==> config.mk <==
export PLATFORM = sky130hd
export DESIGN_NAME = bpc_temp
export DESIGN_NICKNAME = d
export VERILOG_FILES = /design/src/hdl/bpc_pkg.sv /design/src/hdl/bpc_temp.sv
export SDC_FILE = /design/constraint.sdc
export NUM_CORES = 2
export LEC_CHECK = 0
export BUFFER_PORTS_ARGS = -buffer_cell sky130_fd_sc_hd__buf_2
export CAP_MARGIN = 20
export CORE_ASPECT_RATIO = 1.75
export CORE_MARGIN = 2
export CORE_UTILIZATION = 53
export DETAILED_ROUTE_END_ITERATION = 16
export HOLD_SLACK_MARGIN = 0.15
export PLACE_DENSITY = 0.72
export SLEW_MARGIN = 20
export SYNTH_ARGS = -nofsm -noshare
export SYNTH_HDL_FRONTEND = slang
export SYNTH_SLANG_ARGS = --single-unit
==> constraint.sdc <==
create_clock -name clk -period 23.6 [get_ports clk]
set_input_delay 3.54 -clock clk [delete_from_list [all_inputs] [get_ports clk]]
set_output_delay 3.54 -clock clk [all_outputs]
set_load 0.05 [all_outputs]
==> src/hdl/bpc_pkg.sv <==
// Shared types and constants for the barometric compensation pipeline.
// No dependencies; every other file in this block imports it.
package bpc_pkg;

  // Pressure path widths
  localparam int DVD_W    = 64;  // dividend and quotient width
  localparam int DEN_W    = 31;  // divisor magnitude width
  localparam int DIV_STEP = 2;   // quotient bits resolved per divider stage

  // Formula constants
  localparam int PRESS_OFFSET = 128000;
  localparam int ADC_FULL     = 1048576;
  localparam int DIV_SCALE    = 3125;

  // Register indexes on the configuration port
  typedef enum logic [1:0] {
    REG_TEMP_CAL = 2'd0,
    REG_PRESS_A  = 2'd1,
    REG_PRESS_B  = 2'd2,
    REG_PRESS_C  = 2'd3
  } reg_idx_t;

  // Unpacked calibration words
  typedef struct packed {
    logic        [15:0] t1;
    logic signed [15:0] t2;
    logic signed [15:0] t3;
    logic        [15:0] p1;
    logic signed [15:0] p2;
    logic signed [15:0] p3;
    logic signed [15:0] p4;
    logic signed [15:0] p5;
    logic signed [15:0] p6;
    logic signed [15:0] p7;
    logic signed [15:0] p8;
    logic signed [15:0] p9;
  } cal_t;

  // Fields that ride alongside the pressure path
  typedef struct packed {
    logic signed [23:0] tf;
    logic signed [23:0] tc;
    logic               zero;
    logic               qneg;
  } carry_t;

endpackage

==> src/hdl/bpc_temp.sv <==
// Temperature compensation: four stages from raw burst to fine and centi temperature.
// Depends on bpc_pkg for the calibration struct and constants.
module bpc_temp (
  input  logic               clk,
  input  logic               rst_n,
  input  logic               en,
  input  logic               in_valid,
  input  logic [47:0]        burst,
  input  bpc_pkg::cal_t      cal,
  output logic               out_valid,
  output logic signed [23:0] tf,
  output logic signed [23:0] tc,
  output logic signed [24:0] pa,
  output logic [20:0]        np
);
  import bpc_pkg::*;

  logic [19:0]        adc_t;
  logic [19:0]        adc_p;
  logic signed [17:0] x;
  logic signed [16:0] dd;
  logic signed [33:0] var1p_nxt;
  logic signed [33:0] dsq_nxt;
  logic [20:0]        np_nxt;

  logic               s1_v_r, s2_v_r, s3_v_r, s4_v_r;
  logic signed [33:0] var1p_r;
  logic signed [33:0] dsq_r;
  logic [20:0]        np1_r, np2_r, np3_r, np4_r;
  logic signed [22:0] a1_r;
  logic signed [36:0] b2p_r;
  logic signed [22:0] a1_nxt;
  logic signed [36:0] b2p_nxt;
  logic signed [23:0] tf_nxt;
  logic signed [23:0] tf3_r, tf4_r, tc4_r;
  logic signed [26:0] tc_sum;
  logic signed [23:0] tc_nxt;
  logic signed [24:0] pa_nxt;
  logic signed [24:0] pa4_r;

  // Stage 1: differences and first products
  assign adc_t     = burst[23:4];
  assign adc_p     = burst[47:28];
  assign x         = $signed({1'b0, adc_t[19:3]}) - $signed({1'b0, cal.t1, 1'b0});
  assign dd        = $signed({1'b0, adc_t[19:4]}) - $signed({1'b0, cal.t1});
  assign var1p_nxt = x * cal.t2;
  assign dsq_nxt   = dd * dd;
  assign np_nxt    = 21'(ADC_FULL) - {1'b0, adc_p};

  // Stage 2: scale var1, second product of var2
  assign a1_nxt  = $signed(var1p_r[33:11]);
  assign b2p_nxt = $signed({1'b0, dsq_r[31:12]}) * cal.t3;

  // Stage 3: fine temperature
  assign tf_nxt = 24'(a1_r) + 24'($signed(b2p_r[36:14]));

  // Stage 4: centi temperature and pressure offset
  assign tc_sum = (27'(tf3_r) <<< 2) + 27'(tf3_r) + 27'sd128;
  assign tc_nxt = 24'($signed(tc_sum[26:8]));
  assign pa_nxt = 25'(tf3_r) - 25'(PRESS_OFFSET);

  // Advance valid bits
  always_ff @(posedge clk) begin
    if (!rst_n) begin
      s1_v_r <= 1'b0;
      s2_v_r <= 1'b0;
      s3_v_r <= 1'b0;
      s4_v_r <= 1'b0;
    end else if (en) begin
      s1_v_r <= in_valid;
      s2_v_r <= s1_v_r;
      s3_v_r <= s2_v_r;
      s4_v_r <= s3_v_r;
    end
  end

  // Advance payload
  always_ff @(posedge clk) begin
    if (en) begin
      var1p_r <= var1p_nxt;
      dsq_r   <= dsq_nxt;
      np1_r   <= np_nxt;
      a1_r    <= a1_nxt;
      b2p_r   <= b2p_nxt;
      np2_r   <= np1_r;
      tf3_r   <= tf_nxt;
      np3_r   <= np2_r;
      tf4_r   <= tf3_r;
      tc4_r   <= tc_nxt;
      pa4_r   <= pa_nxt;
      np4_r   <= np3_r;
    end
  end

  assign out_valid = s4_v_r;
  assign tf        = tf4_r;
  assign tc        = tc4_r;
  assign pa        = pa4_r;
  assign np        = np4_r;

endmodule

* Yosys cells after proc, flatten, opt, wreduce, memory -nomap -nowiden
Index checks and enable logic that the tools add are counted.
** Cells by class
- Add/subtract/negate cells :: 7
- Multiply operators :: 3
- Divide/modulo/power cells :: 0
- $lt $le $gt $ge :: 0
- Equal/unequal tests :: 0
- Shift-type cells :: 0
- Mux-type cells :: 0
- Bitwise gates (word level) :: 0
- Reduce and logical (&&, ||, !) cells :: 0
** Operators with widths (count)
- $mul 21x16->37 :: 1
- $mul 18x16->34 :: 1
- $mul 17x17->32 :: 1
- $add 26x24->27 :: 1
- $add 27x9->27 const B :: 1
- $sub 24x18->25 const B :: 1
- $add 23x23->24 :: 1
- $sub 21x20->21 const A :: 1
- $sub 17x17->18 :: 1
- $sub 16x16->17 :: 1
** Word-level totals
- Flip-flop bits (word level) :: 306
- Bits in latches :: 0
- RAM bits :: 0
- Bits in read-only memories :: 0
- Input bits :: 244
- Output and inout bits :: 95
- Word-level logic and storage cells :: 26
- Memories :: 0

* Logic depth before layout (Yosys ltp)
- Word-level depth :: 2
- Depth in mapped cells :: 34
- Depth with buffers taken out :: 33

* Least setup slack after synthesis
No wires, ideal clock.
- Kind :: in2reg
- From :: input burst[8]
- To :: register dsq_r[31], data pin
- Library setup time :: 0.259 ns
- Arrival time :: 10.789 ns
- Required time :: 23.341 ns
- Setup slack :: 12.552 ns
- Cell stages on the path :: 27
- Path buffers :: 1
- Cells stage by stage :: inv_1 -> ha_1 -> fa_1 -> nor2b_1 -> o31a_1 -> o211ai_2 -> a31oi_1 -> a31oi_2 -> o21a_1 -> inv_1 -> buf_1 -> nor2_1 -> fa_1 -> inv_1 -> fa_1 -> inv_1 -> fa_1 -> fa_1 -> fa_1 -> fa_1 -> ha_1 -> and3_1 -> a211oi_1 -> a21boi_1 -> a311oi_1 -> a21oi_1 -> xnor2_1
** Between the ends
- Word-level cells in the longest chain between the ends :: 2
** RTL lines
- start, declared :: line bpc_temp.sv:8 : input logic [47:0] burst,
- $sub 16x16->17 :: line bpc_temp.sv:45 : assign dd = $signed({1'b0, adc_t[19:4]}) - $signed({1'b0, cal.t1});
- $mul 17x17->32 :: line bpc_temp.sv:47 : assign dsq_nxt = dd * dd;
- via dsq_nxt[31] :: line bpc_temp.sv:23 : logic signed [33:0] dsq_nxt;
- end signal, assigned :: line bpc_temp.sv:81 : dsq_r <= dsq_nxt;
- end, declared :: line bpc_temp.sv:28 : logic signed [33:0] dsq_r;
The timed path passes the listed nets, and every way through them passes these cells.
A chain may end at the register's enable or synchronous reset.

* Worst setup path after layout
- From :: input burst[8]
- To :: register var1p_r[33], data pin
** Between the ends
- Word-level cells in the longest chain between the ends :: 2
** RTL lines
- $sub 17x17->18 :: line bpc_temp.sv:44 : assign x = $signed({1'b0, adc_t[19:3]}) - $signed({1'b0, cal.t1, 1'b0});
- $mul 18x16->34 :: line bpc_temp.sv:46 : assign var1p_nxt = x * cal.t2;
- via var1p_nxt[33] :: line bpc_temp.sv:22 : logic signed [33:0] var1p_nxt;
- end signal, assigned :: line bpc_temp.sv:80 : var1p_r <= var1p_nxt;
- end, declared :: line bpc_temp.sv:27 : logic signed [33:0] var1p_r;
The timed path passes the listed nets, and every way through them passes these cells.

==> impl_metrics.ini <==
[placement]
dpl.cell_count = 5079
post-dp-hpwl_mm = 72.6
io_buffers = 183
gp_congestion = 0.870
placed_area_sq_mm = 0.0424

[global_routing]
grt-busiest-layer = met2
antenna_found_initial = 1
use_met3 = 0.0207
grt_start_max_net_pins = 135
use_met2 = 0.467
grt_pass1_vias = 30000
use_met1 = 0.261
grt_pass1_wl_mm = 149
grt_usage = 0.243
overflow = 0

[setup_path]
cp_max_fo = 19
regToRegSetupSlack_ns = 16.43
r2r_start = dsq_r[21]
cp_slowest_cell = xor2_1
cp.arrival_ns = 12.78
crit_top_cell = fa_1
rr_worst_depth = 20
critPathCaptureType = flip-flop
max_stage_delay_ns = 0.77
critPathBufInv = 8
critPathRequiredTime_ns = 23.95
critPathKind = in2reg
r2r-end = b2p_r[36]
critPathLaunchType = input port
crit_family = adder cells

[final_layout]
area_delta_synth_final_pct = 6.42
n_antenna_cell = 0
stdcell_count = 5119
nets = 5496
final_area_sq_mm = 0.0431
drive_gt1_frac = 0.0654
fillers = 6538

[clocking]
cts_resized = 0
cts_tree = yes
hold_buffers = 0
cts-htree-levels = 1
cts_setup_buffers = 0
clkTransAtPathRegs_ns = 0.07
clock_path_buffers = 3
cts_buffers = 22
cts-root-buf = clkbuf_16
insertion_delay_ns = 0.56
cts.sinks = 259

[floorplan]
core_sq_mm = 0.0760
io_pins = 339
dieArea_sq_mm = 0.0787
die_width_um = 213
fp.dieH_um = 370
initial_core_util = 0.533
rows = 134

[sta]
finClkSkew_ns = 0.0130
worst_pin_slew_ns = 1.08
tns_ns = 0
rsz0062_at_grt = no
fin_crit_sh = 0.527
relSlewSlack = 0.281
max_freq_mhz = 80.5
hold_violations = 0
timing.final.max_slew_violations = 0
setup_viol_count_final = 0
fin_crit_ns = 12.43

[drt]
drc_errors = 0
first_pass_iters = 8
totalWireLength_mm = 90.7
wl_per_cell_um = 17.7
ant_nets = 0
num_vias = 27200
drt_iter0_markers = 1401
vias_per_cell = 5.31

[worst_hold_path]
worstHoldStart = var1p_r[18]
whs_path_depth = 0
hold_end = a1_r[7]
hold_class = reg2reg

[outcome]
status = complete, no violations

[logic_synthesis]
yosysMostFrequentCell = inv_1
async_reset_ff_frac = 0
yosys.area.top_type_share = 0.393
syn_area_sq_mm = 0.0405
synth_nets = 5397
ys_ff_latch = 259
synth_edf_count = 255
synth_ff_type = edfxtp_1
synth_top_cell_by_area = fa_1
yosysWarningCount = 0
synthTopCellsByArea = fa_1 39%, edfxtp_1 19%, ha_1 12%
synth_cell_types = 69
syn_avg_cell_area_sq_um = 10.2
synthCells = 3984
ys_top_cells_by_count = 976 x inv_1, 794 x fa_1, 462 x nand2_1
yosysSeqAreaShare = 0.191

[run]
max-cap-violations = 0
[cells in the final DEF, fill, tap and decap left out, types with 5 or more instances in the layout]
cell type / count
and3_1: 15
nor2_1: 168
clkinv_1: 11
nor2b_1: 38
o21a_1: 28
or3_1: 8
o21bai_1: 8
a211oi_1: 10
nand3b_1: 6
o21ai_0: 40
inv_1: 976
buf_4: 23
nand3_1: 20
clkbuf_16: 22
xor2_1: 39
nand2b_1: 36
a21o_1: 26
nand2_1: 462
and2_1: 213
nor3_1: 39
edfxtp_1: 255
a21oi_1: 69
o211ai_1: 5
nand4_1: 8
xnor2_1: 115
buf_2: 182
nor4_1: 6
fa_1: 794
ha_1: 375
[worst register-to-register path, cell delays in order, from the launching register on]
cell and delay, ns:
edfxtp_1 0.88, nand2_1 0.19, fa_1 0.56, inv_1 0.05, fa_1 0.56, fa_1 0.42
ha_1 0.31, fa_1 0.51, inv_1 0.06, fa_1 0.48, inv_1 0.07, ha_1 0.29
o211ai_1 0.10, nor2_1 0.07, a221oi_1 0.89, o31ai_2 0.26, a211o_1 0.38, a211o_1 0.34
a41oi_2 0.22, and2b_1 0.16, xnor2_1 0.10
[kinds of logic after synthesis]
family,synth area share
mux,0.000989
fa+ha+maj,0.508
xor+xnor,0.0352
simple gates,0.120
buf+inv,0.105
flops,0.191
compound gates,0.0398
[how the worst max path moves through the flow]
| stage | start | end | depth (start not counted) |
|---|---|---|---|
| finish | burst[8] | var1p_r[33] | 32 |
| global route | burst[8] | var1p_r[33] | 32 |
| CTS | burst[8] | var1p_r[33] | 32 |
| detailed placement | burst[8] | var1p_r[33] | 32 |
| global placement | burst[8] | var1p_r[33] | 32 |
| floorplan | burst[8] | dsq_r[31] | 27 |
[registers in the layout, summed over array words and instances, names as in the netlist, 21 cells and up]
register	cells
a1_r	23
b2p_r	23
np	21
np1_r	21
np2_r	21
np3_r	21
tf	24
tf3_r	24
var1p_r	23
[cell type report]
type	instances	area (sq um)	area share
clock buffer	25	562	0.0130
clock inverter	15	159	0.00369
inverter	985	3700	0.0858
multi-input combinational	2609	28600	0.663
sequential	259	7740	0.180
tap	1020	1280	0.0296
timing repair buffer	206	1100	0.0255
[layer usage]
layer	vias up	wire length [um]
met5	-	7
met3	305	4140
met4	2	5140
met2	852	50500
met1	13900	30800
li1	12200	-
[metrics by stage]
step / utilization / setup slack (ns) / hold slack, ns
floorplan: - / 12.55 / 0.400
global placement: 0.558 / 10.71 / 0.400
detailed placement: 0.558 / 10.57 / 0.405
CTS: 0.567 / 11.16 / 0.418
global route: 0.567 / 10.61 / 0.421
finish: 0.567 / 11.17 / 0.417
Power is not shown: default switching activity piles up to over one toggle a cycle in this logic, so the estimate is an artifact.
