[src/hdl/bpc_pkg.sv]
// Shared types and constants for the barometric compensation pipeline.
// No dependencies; every other file in this block imports it.
package bpc_pkg;

  // Pressure path widths
  localparam int DVD_W    = 64;  // dividend and quotient width
  localparam int DEN_W    = 31;  // divisor magnitude width
  localparam int DIV_STEP = 2;   // quotient bits resolved per divider stage

  // Formula constants
  localparam int PRESS_OFFSET = 128000;
  localparam int ADC_FULL     = 1048576;
  localparam int DIV_SCALE    = 3125;

  // Register indexes on the configuration port
  typedef enum logic [1:0] {
    REG_TEMP_CAL = 2'd0,
    REG_PRESS_A  = 2'd1,
    REG_PRESS_B  = 2'd2,
    REG_PRESS_C  = 2'd3
  } reg_idx_t;

  // Unpacked calibration words
  typedef struct packed {
    logic        [15:0] t1;
    logic signed [15:0] t2;
    logic signed [15:0] t3;
    logic        [15:0] p1;
    logic signed [15:0] p2;
    logic signed [15:0] p3;
    logic signed [15:0] p4;
    logic signed [15:0] p5;
    logic signed [15:0] p6;
    logic signed [15:0] p7;
    logic signed [15:0] p8;
    logic signed [15:0] p9;
  } cal_t;

  // Fields that ride alongside the pressure path
  typedef struct packed {
    logic signed [23:0] tf;
    logic signed [23:0] tc;
    logic               zero;
    logic               qneg;
  } carry_t;

endpackage

[src/hdl/bpc_cfg.sv]
// Configuration register file behind the APB-style port.
// Depends on bpc_pkg for register indexes and the calibration struct.
module bpc_cfg (
  input  logic                clk,
  input  logic                rst_n,
  input  logic                psel,
  input  logic                penable,
  input  logic                pwrite,
  input  logic [4:0]          paddr,
  input  logic [63:0]         pwdata,
  output logic [63:0]         prdata,
  output bpc_pkg::cal_t       cal
);
  import bpc_pkg::*;

  logic [47:0] temp_cal_r;
  logic [63:0] press_a_r;
  logic [63:0] press_b_r;
  logic [15:0] press_c_r;
  reg_idx_t    idx;
  logic        wr;

  assign idx = reg_idx_t'(paddr[4:3]);
  assign wr  = psel & penable & pwrite;

  // Write the addressed register, dropping bits above its width
  always_ff @(posedge clk) begin
    if (!rst_n) begin
      temp_cal_r <= '0;
      press_a_r  <= '0;
      press_b_r  <= '0;
      press_c_r  <= '0;
    end else if (wr) begin
      case (idx)
        REG_TEMP_CAL: temp_cal_r <= pwdata[47:0];
        REG_PRESS_A:  press_a_r  <= pwdata;
        REG_PRESS_B:  press_b_r  <= pwdata;
        REG_PRESS_C:  press_c_r  <= pwdata[15:0];
        default: ;
      endcase
    end
  end

  // Read back
  always_comb begin
    case (idx)
      REG_TEMP_CAL: prdata = {16'b0, temp_cal_r};
      REG_PRESS_A:  prdata = press_a_r;
      REG_PRESS_B:  prdata = press_b_r;
      REG_PRESS_C:  prdata = {48'b0, press_c_r};
      default:      prdata = '0;
    endcase
  end

  // Split into calibration words
  assign cal.t1 = temp_cal_r[15:0];
  assign cal.t2 = temp_cal_r[31:16];
  assign cal.t3 = temp_cal_r[47:32];
  assign cal.p1 = press_a_r[15:0];
  assign cal.p2 = press_a_r[31:16];
  assign cal.p3 = press_a_r[47:32];
  assign cal.p4 = press_a_r[63:48];
  assign cal.p5 = press_b_r[15:0];
  assign cal.p6 = press_b_r[31:16];
  assign cal.p7 = press_b_r[47:32];
  assign cal.p8 = press_b_r[63:48];
  assign cal.p9 = press_c_r;

endmodule

[config.mk]
export PLATFORM = sky130hd
export DESIGN_NAME = bpc_cfg
export DESIGN_NICKNAME = d
export VERILOG_FILES = /design/src/hdl/bpc_pkg.sv /design/src/hdl/bpc_cfg.sv
export SDC_FILE = /design/constraint.sdc
export NUM_CORES = 1
export LEC_CHECK = 0
export BUFFER_PORTS_ARGS = -buffer_cell sky130_fd_sc_hd__buf_2
export CORE_MARGIN = 5
export CORE_UTILIZATION = 35
export CTS_BUF_LIST = sky130_fd_sc_hd__clkbuf_8
export CTS_CLUSTER_DIAMETER = 200
export DETAILED_ROUTE_END_ITERATION = 16
export PLACE_DENSITY = 0.66
export SLEW_MARGIN = 20
export SYNTH_ARGS = -nofsm -noshare
export SYNTH_HDL_FRONTEND = slang
export SYNTH_SLANG_ARGS = --single-unit
export TNS_END_PERCENT = 10
[constraint.sdc]
create_clock -name clk -period 5 [get_ports clk]
set_input_delay 1 -clock clk [delete_from_list [all_inputs] [get_ports clk]]
set_output_delay 1 -clock clk [all_outputs]
set_load 0.03 [all_outputs]
# Yosys cells after proc, flatten, opt, wreduce, memory -nomap -nowiden
# Index checks and enable logic that the tools add are counted.
# totals
input_bits	74
out_inout_bits	256
register_bits	192
word_cells	15
# op_classes
bitwise	2
n_reduce_logical	5
n_eq_ne	3
n_mux	1
# ops
cell	n
$pmux 64 s4	1
$reduce_and 2->1	4
$eq 2x2->1 const B	2
$and 1x1->1	2
$eq 2x1->1 const B	1
$logic_not 2->1	1

# Logic depth before layout (Yosys ltp)
# Gate-level depths: netlist (run 1).
# logic_depth
word_depth	3
depth_mapped	6
ltp_nobuf	3

# Worst setup path after synthesis (run 1)
# OpenSTA, ideal clock, no wires.
# synth_timing
path_type	input port to output port
start	in paddr[3]
end	out prdata[16]
t_required_ns	4.000
path_stages	5
path_buffers	3
t_arrival_ns	2.437
setup_slack_ns	1.563
path_cell_list	buf_2 buf_2 buf_4 mux2i_1 o21ai_0
# synth_via
elab_chain_cells	2
word_cells_on_any_way	5
cone_classes	eq/ne: 3; mux: 1; reduce/logical: 1
# synth_lines
item	line_no	text
start, declared	bpc_cfg.sv:9	input logic [4:0] paddr,
$eq 2x2->1 (tied with other cells)	bpc_cfg.sv:46	case (idx)
$pmux 64 s4 (*)	bpc_cfg.sv:46	
end, declared	bpc_cfg.sv:11	output logic [63:0] prdata,
# Mark *: on every way between the ends. The rest lies on a longest branch, timed or not.

# Worst setup path after layout (run 1)
# layout_timing
start	in paddr[4]
end	out prdata[35]
# Same word-level chain as after synthesis.

==> flow_summary.ini, run 1 <==
[synthesis]
synth_top_area_share = 0.466
yosysWarnings = 0
synth_seq_cells = 192
yosysSeqAreaShare = 0.466
synth_cell_types = 17
synthesis.area_sq_um = 8250
synth_top_area_cell = dfxtp_1
syn-num-nets = 918
synth_cells = 844
synth_area_leaders = dfxtp_1, mux2i_1, nand2_1
synth_area_per_cell_sq_um = 9.77

[setup_path]
critical-path-top-delay-family = buffers and inverters
cp.arrival_ns = 2.91
crit_slowest_cell = nor2b_4
reg2reg_to = temp_cal_r[3]
crit_type = in2out
r2r-start = temp_cal_r[3]
startpoint_type = input port
path_buf_inv = 3
crit_path_cell_trace = buf_2 > nor2b_4 > buf_4 > nand2_1 > o21ai_0 > buf_2
crit_path_end_kind = primary output
rrSetupSlack_ns = 4.33
cpPeakStageDelay_ns = 0.71
crit_fanout = 21
cp_common_cell = buf_2
crit_required_ns = 4.00
reg2regPathDepth = 2

[run_status]
outcome = finished clean

[sta]
slew_viol_final = 0
worst-slew-pin-transition_ns = 0.993
period_share = 0.782
tns_ns = 0
post-route-min-period_ns = 3.91
rsz0062_at_grt = no
fin_worst_skew_ns = 0
relSlewSlack = 0.338
finalHoldViolations = 0
final-setup-viol-count = 0
clock.fmax_ghz = 0.256

[power_and_ir_drop]
swShare = 0.287
switching_power_uw = 809
peakVddDrop_mv = 0.131
p_int_uw = 2010
seqPwrFrac = 0.556
powerDensity_nw_per_um2 = 270
power_frac_clock = 0.351
power.total_uw = 2820
power.share.combinational = 0.093
leakagePower_uw = 0.00497

[route]
post-route-drc-count = 0
ant_nets = 0
drtPass1Iterations = 5
drt-total-wl_um = 23700
drt_iter0_drc = 379
wl_per_cell_um = 16.2
dr_total_vias = 6954
viasPerCell = 4.75

[floorplan]
core_area_sq_um = 23300
fp.dieW_um = 164
io_pins = 330
floorplan.initialDensity = 0.354
rows = 56
die_y_um = 164
die-area_sq_um = 26700

[place]
dp.cells = 1431
port_buffers = 326
hpwl_um = 16300
place.gp.congestion = 0.769

[job]
drv_cap = 0

[grt]
grt_overflow = 0
grt_max_degree = 107
grt_antenna_before_repair = 0
grt_first_pass_wirelength_um = 36800
grt_use_total = 0.171
grt_pass1_vias = 6791

[clock_network]
holdBufCountCts = 0
clockBufferDepth = 2
htreeDepth = 4
cts_buffers = 17
clock_sinks = 192
cts_tree = done
clk_pin_slew_ns = 0.10
post_cts_buffers = 0
clk_latency_ns = 0.46
cts-root-buf = clkbuf_8
ctsResizeCount = 0

[finish]
nets = 1205
seqCellArea_sq_um = 3840
multi_input_area_sq_um = 4060
num_antenna_cells = 0
area_growth_pct = 26.5
drive_gt1_frac = 0.339
fin_util = 0.447
stdcell_count = 1463
nFillCells = 2309

[worst_hold_path]
hold_end = press_a_r[15]
hp-start = press_a_r[15]
hold_depth = 2
hold_class = reg2reg
registers in the layout, summed over array words and instances, names as in the netlist:
name	count
press_a_r	64
press_b_r	64
temp_cal_r	48
press_c_r	16
synthesized netlist by cell type:
master / number
a22o_1: 16
buf_1: 1
buf_2: 15
buf_4: 10
buf_6: 3
buf_8: 3
clkbuf_1: 36
dfxtp_1: 192
mux2i_1: 224
mux4_2: 16
nand2_1: 289
nand3_1: 1
nor2_2: 1
nor2b_1: 2
nor3b_1: 2
o21ai_0: 32
or3_4: 1
worst register-to-register path, delay by kind of cell (launching register included):
family           cells  cell delay (ns)
DFF                  1             0.38
muxes                1             0.15
and+or+nand+nor      1             0.06
metal layers:
layer  vias to the layer above  wire, um  global-route usage
li1                       3422         -                   -
met1                      3319     10200               0.211
met2                       199     11900               0.301
met3                        14      1350              0.0414
met4                         0       264              0.0423
met5                         -         0                   0
power groups by stage:
stage,Clock (uW),Combinational [uW],Sequential [uW]
6_report,989,262,1560
2_1_floorplan,0,140,1640
5_1_grt,1090,284,1570
3_5_place_dp,0,264,1600
3_3_place_gp,0,262,1600
4_1_cts,1030,265,1560
worst max path at each step:
stage	from	end	slack, ns	depth (start not counted)
2_1_floorplan	paddr[3]	prdata[16]	1.56	5
3_3_place_gp	paddr[4]	prdata[53]	1.06	5
3_5_place_dp	paddr[4]	prdata[35]	1.07	6
4_1_cts	paddr[4]	prdata[35]	1.04	6
5_1_grt	paddr[4]	prdata[28]	0.90	6
6_report	paddr[4]	prdata[35]	1.09	6
area by class of cell:
type                       count  area share
clock buffer                  17      0.0224
tap                          319      0.0383
multi-input combinational    584       0.389
sequential                   192       0.368
clock inverter                15      0.0150
timing repair buffer         336       0.167
through the flow:
| step | worst slack, ns | area, sq um | hold WS [ns] |
|---|---|---|---|
| after floorplan | 1.56 | 8250 | 0.591 |
| after global placement | 1.06 | 10000 | 0.454 |
| after detailed placement | 1.07 | 10000 | 0.460 |
| after CTS | 1.04 | 10400 | 0.478 |
| after global routing | 0.901 | 10400 | 0.492 |
| final | 1.09 | 10400 | 0.475 |
logic make-up (layout without fill, tap and decap cells):
logic type,Yosys count,after routing,synth area share
flip-flops,192,192,0.466
buffers and inverters,68,368,0.0446
AO/OA/AOI/OAI,48,48,0.0364
AND/OR/NAND/NOR,296,296,0.138
multiplexers,240,240,0.315
layout by cell type, fill, tap and decap left out:
master / instances
buf_2: 324
nand2_1: 289
mux2i_1: 224
dfxtp_1: 192
o21ai_0: 32
clkbuf_8: 17
mux4_2: 16
a22o_1: 16
buf_4: 9
inv_6: 4
clkinv_8: 4
nor3b_2: 2
inv_8: 2
clkinv_4: 2
buf_12: 2
nor2b_4: 1
nor2b_1: 1
nand3_1: 1
or3_4: 1
nor2_4: 1
clkinv_2: 1
clkinvlp_4: 1
inv_1: 1
buf_6: 1
No activity file was read; power rests on OpenSTA's default activity.
==> run 2: changes to the inputs <==
==> constraint.sdc (replaced) <==
create_clock -name clk -period 4 [get_ports clk]
set_input_delay 0.8 -clock clk [delete_from_list [all_inputs] [get_ports clk]]
set_output_delay 0.8 -clock clk [all_outputs]
set_load 0.03 [all_outputs]
==> run 2 against run 1 <==
  * First-iteration DRC count fell by 1.1%
  * Cell area grew 0.29%
  * Count of clock-buffer cells in the layout stayed put
  * Non-clock buffer count rose by 7
  * Global-route usage rose by 0.53 points
  * Sequential power increased by 26%
  * Critical path depth shrank 1
  * Worst setup slack got worse by 0.26 ns
  * Combinational power increased by 26%
  * Cell count rose by 0.34%
==> flow_summary.ini, run 2 (synthesized netlist as in run 1, its figures left out) <==
[finish]
reg.largest.list = press_a_r x64, press_b_r x64, temp_cal_r x48
final_cell_mix = buf_2, nand2_1, mux2i_1
nFillCells = 2317
drive_gt1_frac = 0.343
seqCellArea_sq_um = 3840
multi_input_area_sq_um = 4060
area_growth_pct = 26.8
stdcell_area_sq_um = 10500
num_antenna_cells = 0
layout_commonest_cell = buf_2
nets = 1212
stdcell_count = 1468

[sta]
rsz0062_at_grt = no
final-setup-viol-count = 0
worst_slack_ns = 0.836
slew_viol_final = 0
clock.fmax_ghz = 0.316
post-route-min-period_ns = 3.16
finalHoldViolations = 0
fin_worst_skew_ns = 0
tns_ns = 0
worst-slew-pin-transition_ns = 0.979
period_share = 0.791
relSlewSlack = 0.347

[clock_network]
htreeDepth = 4
post_cts_buffers = 0
ctsResizeCount = 0
cts_buffers = 17
holdBufCountCts = 0
clockBufferDepth = 2
cts-root-buf = clkbuf_8
clock_sinks = 192
cts_tree = done
clk_latency_ns = 0.46
clk_pin_slew_ns = 0.09

[route]
ant_nets = 0
wl_per_cell_um = 16.6
drtPass1Iterations = 7
drt_iter0_drc = 375
viasPerCell = 4.75
post-route-drc-count = 0
dr_total_vias = 6979
drt-total-wl_um = 24300

[floorplan]
rows = 56
die_y_um = 164
floorplan.initialDensity = 0.354
core_area_sq_um = 23300
fp.dieW_um = 164
die-area_sq_um = 26700
io_pins = 330

[setup_path]
cp.depth = 5
cp_common_cell = buf_2
crit_slowest_cell = nor2b_4
reg2regPathDepth = 2
crit_type = in2out
cpPeakStageDelay_ns = 0.51
critical-path-top-delay-family = buffers and inverters
crit_path_cell_trace = buf_2 > nor2b_4 > buf_4 > a22o_1 > buf_2
crit_required_ns = 3.20
startpoint_type = input port
path_buf_inv = 3
crit_fanout = 16
crit_path_end_kind = primary output
cp.arrival_ns = 2.36

[worst_hold_path]
hold_depth = 2
hold_class = reg2reg

[place]
port_buffers = 326
place_ws_ns = 0.759
place.gp.congestion = 0.781
dp.cells = 1438
place_area_sq_um = 10100
hpwl_um = 17200

[power_and_ir_drop]
power.total_uw = 3540
powerDensity_nw_per_um2 = 339
peakVddDrop_mv = 0.162
leakagePower_uw = 0.00499

[grt]
grt_antenna_before_repair = 0
grt_first_pass_wirelength_um = 37500
grt_pass1_vias = 6811
grt_overflow = 0
grt_use_total = 0.176
grt_max_degree = 92

[job]
drv_cap = 0

[run_status]
outcome = finished clean
## run 2: final timing paths
path                               startpoint            end  slack [ns]
worst max-delay path                 paddr[4]     prdata[53]        0.84
worst min-delay path             press_a_r[3]   press_a_r[3]        0.47
worst max register to register  press_b_r[44]  press_b_r[44]        3.31
worst min register to register   press_a_r[3]   press_a_r[3]        0.47
## run 2: power by group
group          switching [uW]  total [uW]  internal, uW
registers                20.2        1960          1940
logic                     222         331           109
clock network             741        1260           514
total                     984        3540          2560
## run 2: per-stage QoR
step / hold slack [ns] / util
global route: 0.490 / 0.448
detailed placement: 0.460 / 0.432
floorplan: 0.591 / -
CTS: 0.478 / 0.448
global placement: 0.454 / 0.432
finish: 0.474 / 0.448
## run 2: area by class of cell
| type | instances | area share |
|---|---|---|
| Multi-Input combinational cell | 584 | 0.388 |
| Sequential cell | 192 | 0.367 |
| Timing Repair Buffer | 343 | 0.170 |
| Clock buffer | 17 | 0.0224 |
| Tap cell | 319 | 0.0381 |
| Clock inverter | 13 | 0.0145 |
## run 2: worst min-delay path, cell delays in order (launching register included)
cell and delay (ns):
dfxtp_1 0.33, nand2_1 0.05, mux2i_1 0.05
## run 2: metal layers
layer	global-route usage	share of wire	wire length, um	up-vias
met5	0	0	0	-
met4	0.0507	0.014	343	0
met3	0.0487	0.067	1620	15
met2	0.302	0.50	12100	204
met1	0.217	0.42	10300	3330
li1	-	-	-	3430
==> run 3: changes to the inputs <==
==> constraint.sdc (replaced) <==
create_clock -name clk -period 3.1 [get_ports clk]
set_input_delay 0.62 -clock clk [delete_from_list [all_inputs] [get_ports clk]]
set_output_delay 0.62 -clock clk [all_outputs]
set_load 0.03 [all_outputs]
==> run 3 against run 2 <==
  * Combinational power is 31% higher
  * Count of clock-buffer cells in the layout unchanged
  * First-iteration DRC count fell by 0.27%
  * Non-clock buffer count grew 1
  * Largest cell class unchanged
==> flow_summary.ini, run 3 (synthesized netlist as in run 1, its figures left out) <==
[run_status]
outcome = finished clean

[finish]
multi_input_area_sq_um = 4060
area_growth_pct = 28.0
nets = 1213
final_cell_mix = buf_2, nand2_1, mux2i_1
reg.largest.list = press_a_r x64, press_b_r x64, temp_cal_r x48
drive_gt1_frac = 0.344
layout_commonest_cell = buf_2
num_antenna_cells = 0
stdcell_count = 1471
nFillCells = 2280
seqCellArea_sq_um = 3840

[route]
drt_iter0_drc = 374
dr_total_vias = 7042
post-route-drc-count = 0
wl_per_cell_um = 16.4
drtPass1Iterations = 5
drt-total-wl_um = 24100
ant_nets = 0
viasPerCell = 4.79

[sta]
worst_slack_ns = 0.481
rsz0062_at_grt = no
fin_worst_skew_ns = 0
worst-slew-pin-transition_ns = 0.704
relSlewSlack = 0.531
final-setup-viol-count = 0
slew_viol_final = 0
hold_slack_ns = 0.417
tns_ns = 0
period_share = 0.845
clock.fmax_ghz = 0.382
finalHoldViolations = 0
post-route-min-period_ns = 2.62

[floorplan]
core_area_sq_um = 23300
floorplan.initialDensity = 0.354
die_y_um = 164
die-area_sq_um = 26700
rows = 56
io_pins = 330
fp.dieW_um = 164

[clock_network]
clk_pin_slew_ns = 0.11
cts_tree = done
cts_buffers = 17
clockBufferDepth = 2
ctsResizeCount = 0
clk_latency_ns = 0.46
htreeDepth = 4
cts-root-buf = clkbuf_8
clock_sinks = 192
holdBufCountCts = 0
post_cts_buffers = 0

[worst_hold_path]
hp-start = pwdata[48]
hold_end = press_a_r[48]
hold_depth = 3
hold_class = in2reg

[grt]
grt_first_pass_wirelength_um = 37600
grt_antenna_before_repair = 0
grt_max_degree = 93
grt_overflow = 0
grt_pass1_vias = 6850
grt_use_total = 0.175

[place]
place.gp.congestion = 0.771
hpwl_um = 17000
port_buffers = 326
dp.cells = 1439
place_ws_ns = 0.445

[setup_path]
r2r-start = press_c_r[8]
crit_type = in2out
cp.arrival_ns = 2.00
rrSetupSlack_ns = 2.44
startpoint_type = input port
reg2reg_to = press_c_r[8]
crit_required_ns = 2.48
crit_fanout = 33
crit_path_end_kind = primary output
reg2regPathDepth = 2

[job]
drv_cap = 0

[power_and_ir_drop]
leakagePower_uw = 0.00503
powerDensity_nw_per_um2 = 430
peakVddDrop_mv = 0.187
[run 3: changes by cell type in the layout (fill, tap and decap cells not counted)]
cell,before,now
buf_4,17,11
clkinv_4,3,1
buf_12,1,8
clkinv_8,2,3
inv_1,0,1
clkinv_2,0,1
inv_8,1,2
bufinv_16,1,0
inv_6,5,6
[run 3: cell type report]
class,instances,share of cell area
multi-input cells,584,0.384
flip-flops and latches,192,0.364
repair buffers,344,0.178
well taps,319,0.0378
clock buffers,17,0.0222
clock inverters,15,0.0141
[run 3: report_power, final]
group	total, uW	internal (uW)	leakage, uW	switching (uW)
registers	2520	2500	0.00155	26.5
logic	435	147	0.00329	287
clock network	1580	598	0.000196	986
[run 3: worst max-delay path by stage]
stage	startpoint	to	slack (ns)
after floorplan	paddr[3]	prdata[16]	0.42
after global placement	paddr[3]	prdata[53]	0.46
after detailed placement	paddr[3]	prdata[53]	0.44
after CTS	paddr[3]	prdata[53]	0.44
after global routing	paddr[3]	prdata[53]	0.32
final	paddr[3]	prdata[55]	0.48
[run 3: metrics by stage]
stage	area (sq um)	power [uW]	util
2_1_floorplan	8250	2860	-
3_3_place_gp	10200	3010	0.436
3_5_place_dp	10200	3020	0.436
4_1_cts	10600	4600	0.452
5_1_grt	10600	4750	0.452
6_report	10600	4540	0.452
[run 3: critical path, cell delays in order]
cell     delay (ns)
buf_4          0.55
nor2b_1        0.25
buf_4          0.22
a22o_1         0.15
buf_2          0.19
[run 3: metal layers]
metal / GRT usage / up-vias / wire [um]
li1: - / 3442 / -
met1: 0.222 / 3367 / 10300
met2: 0.302 / 219 / 12100
met3: 0.0434 / 14 / 1510
met4: 0.0381 / 0 / 205
met5: 0 / - / 0
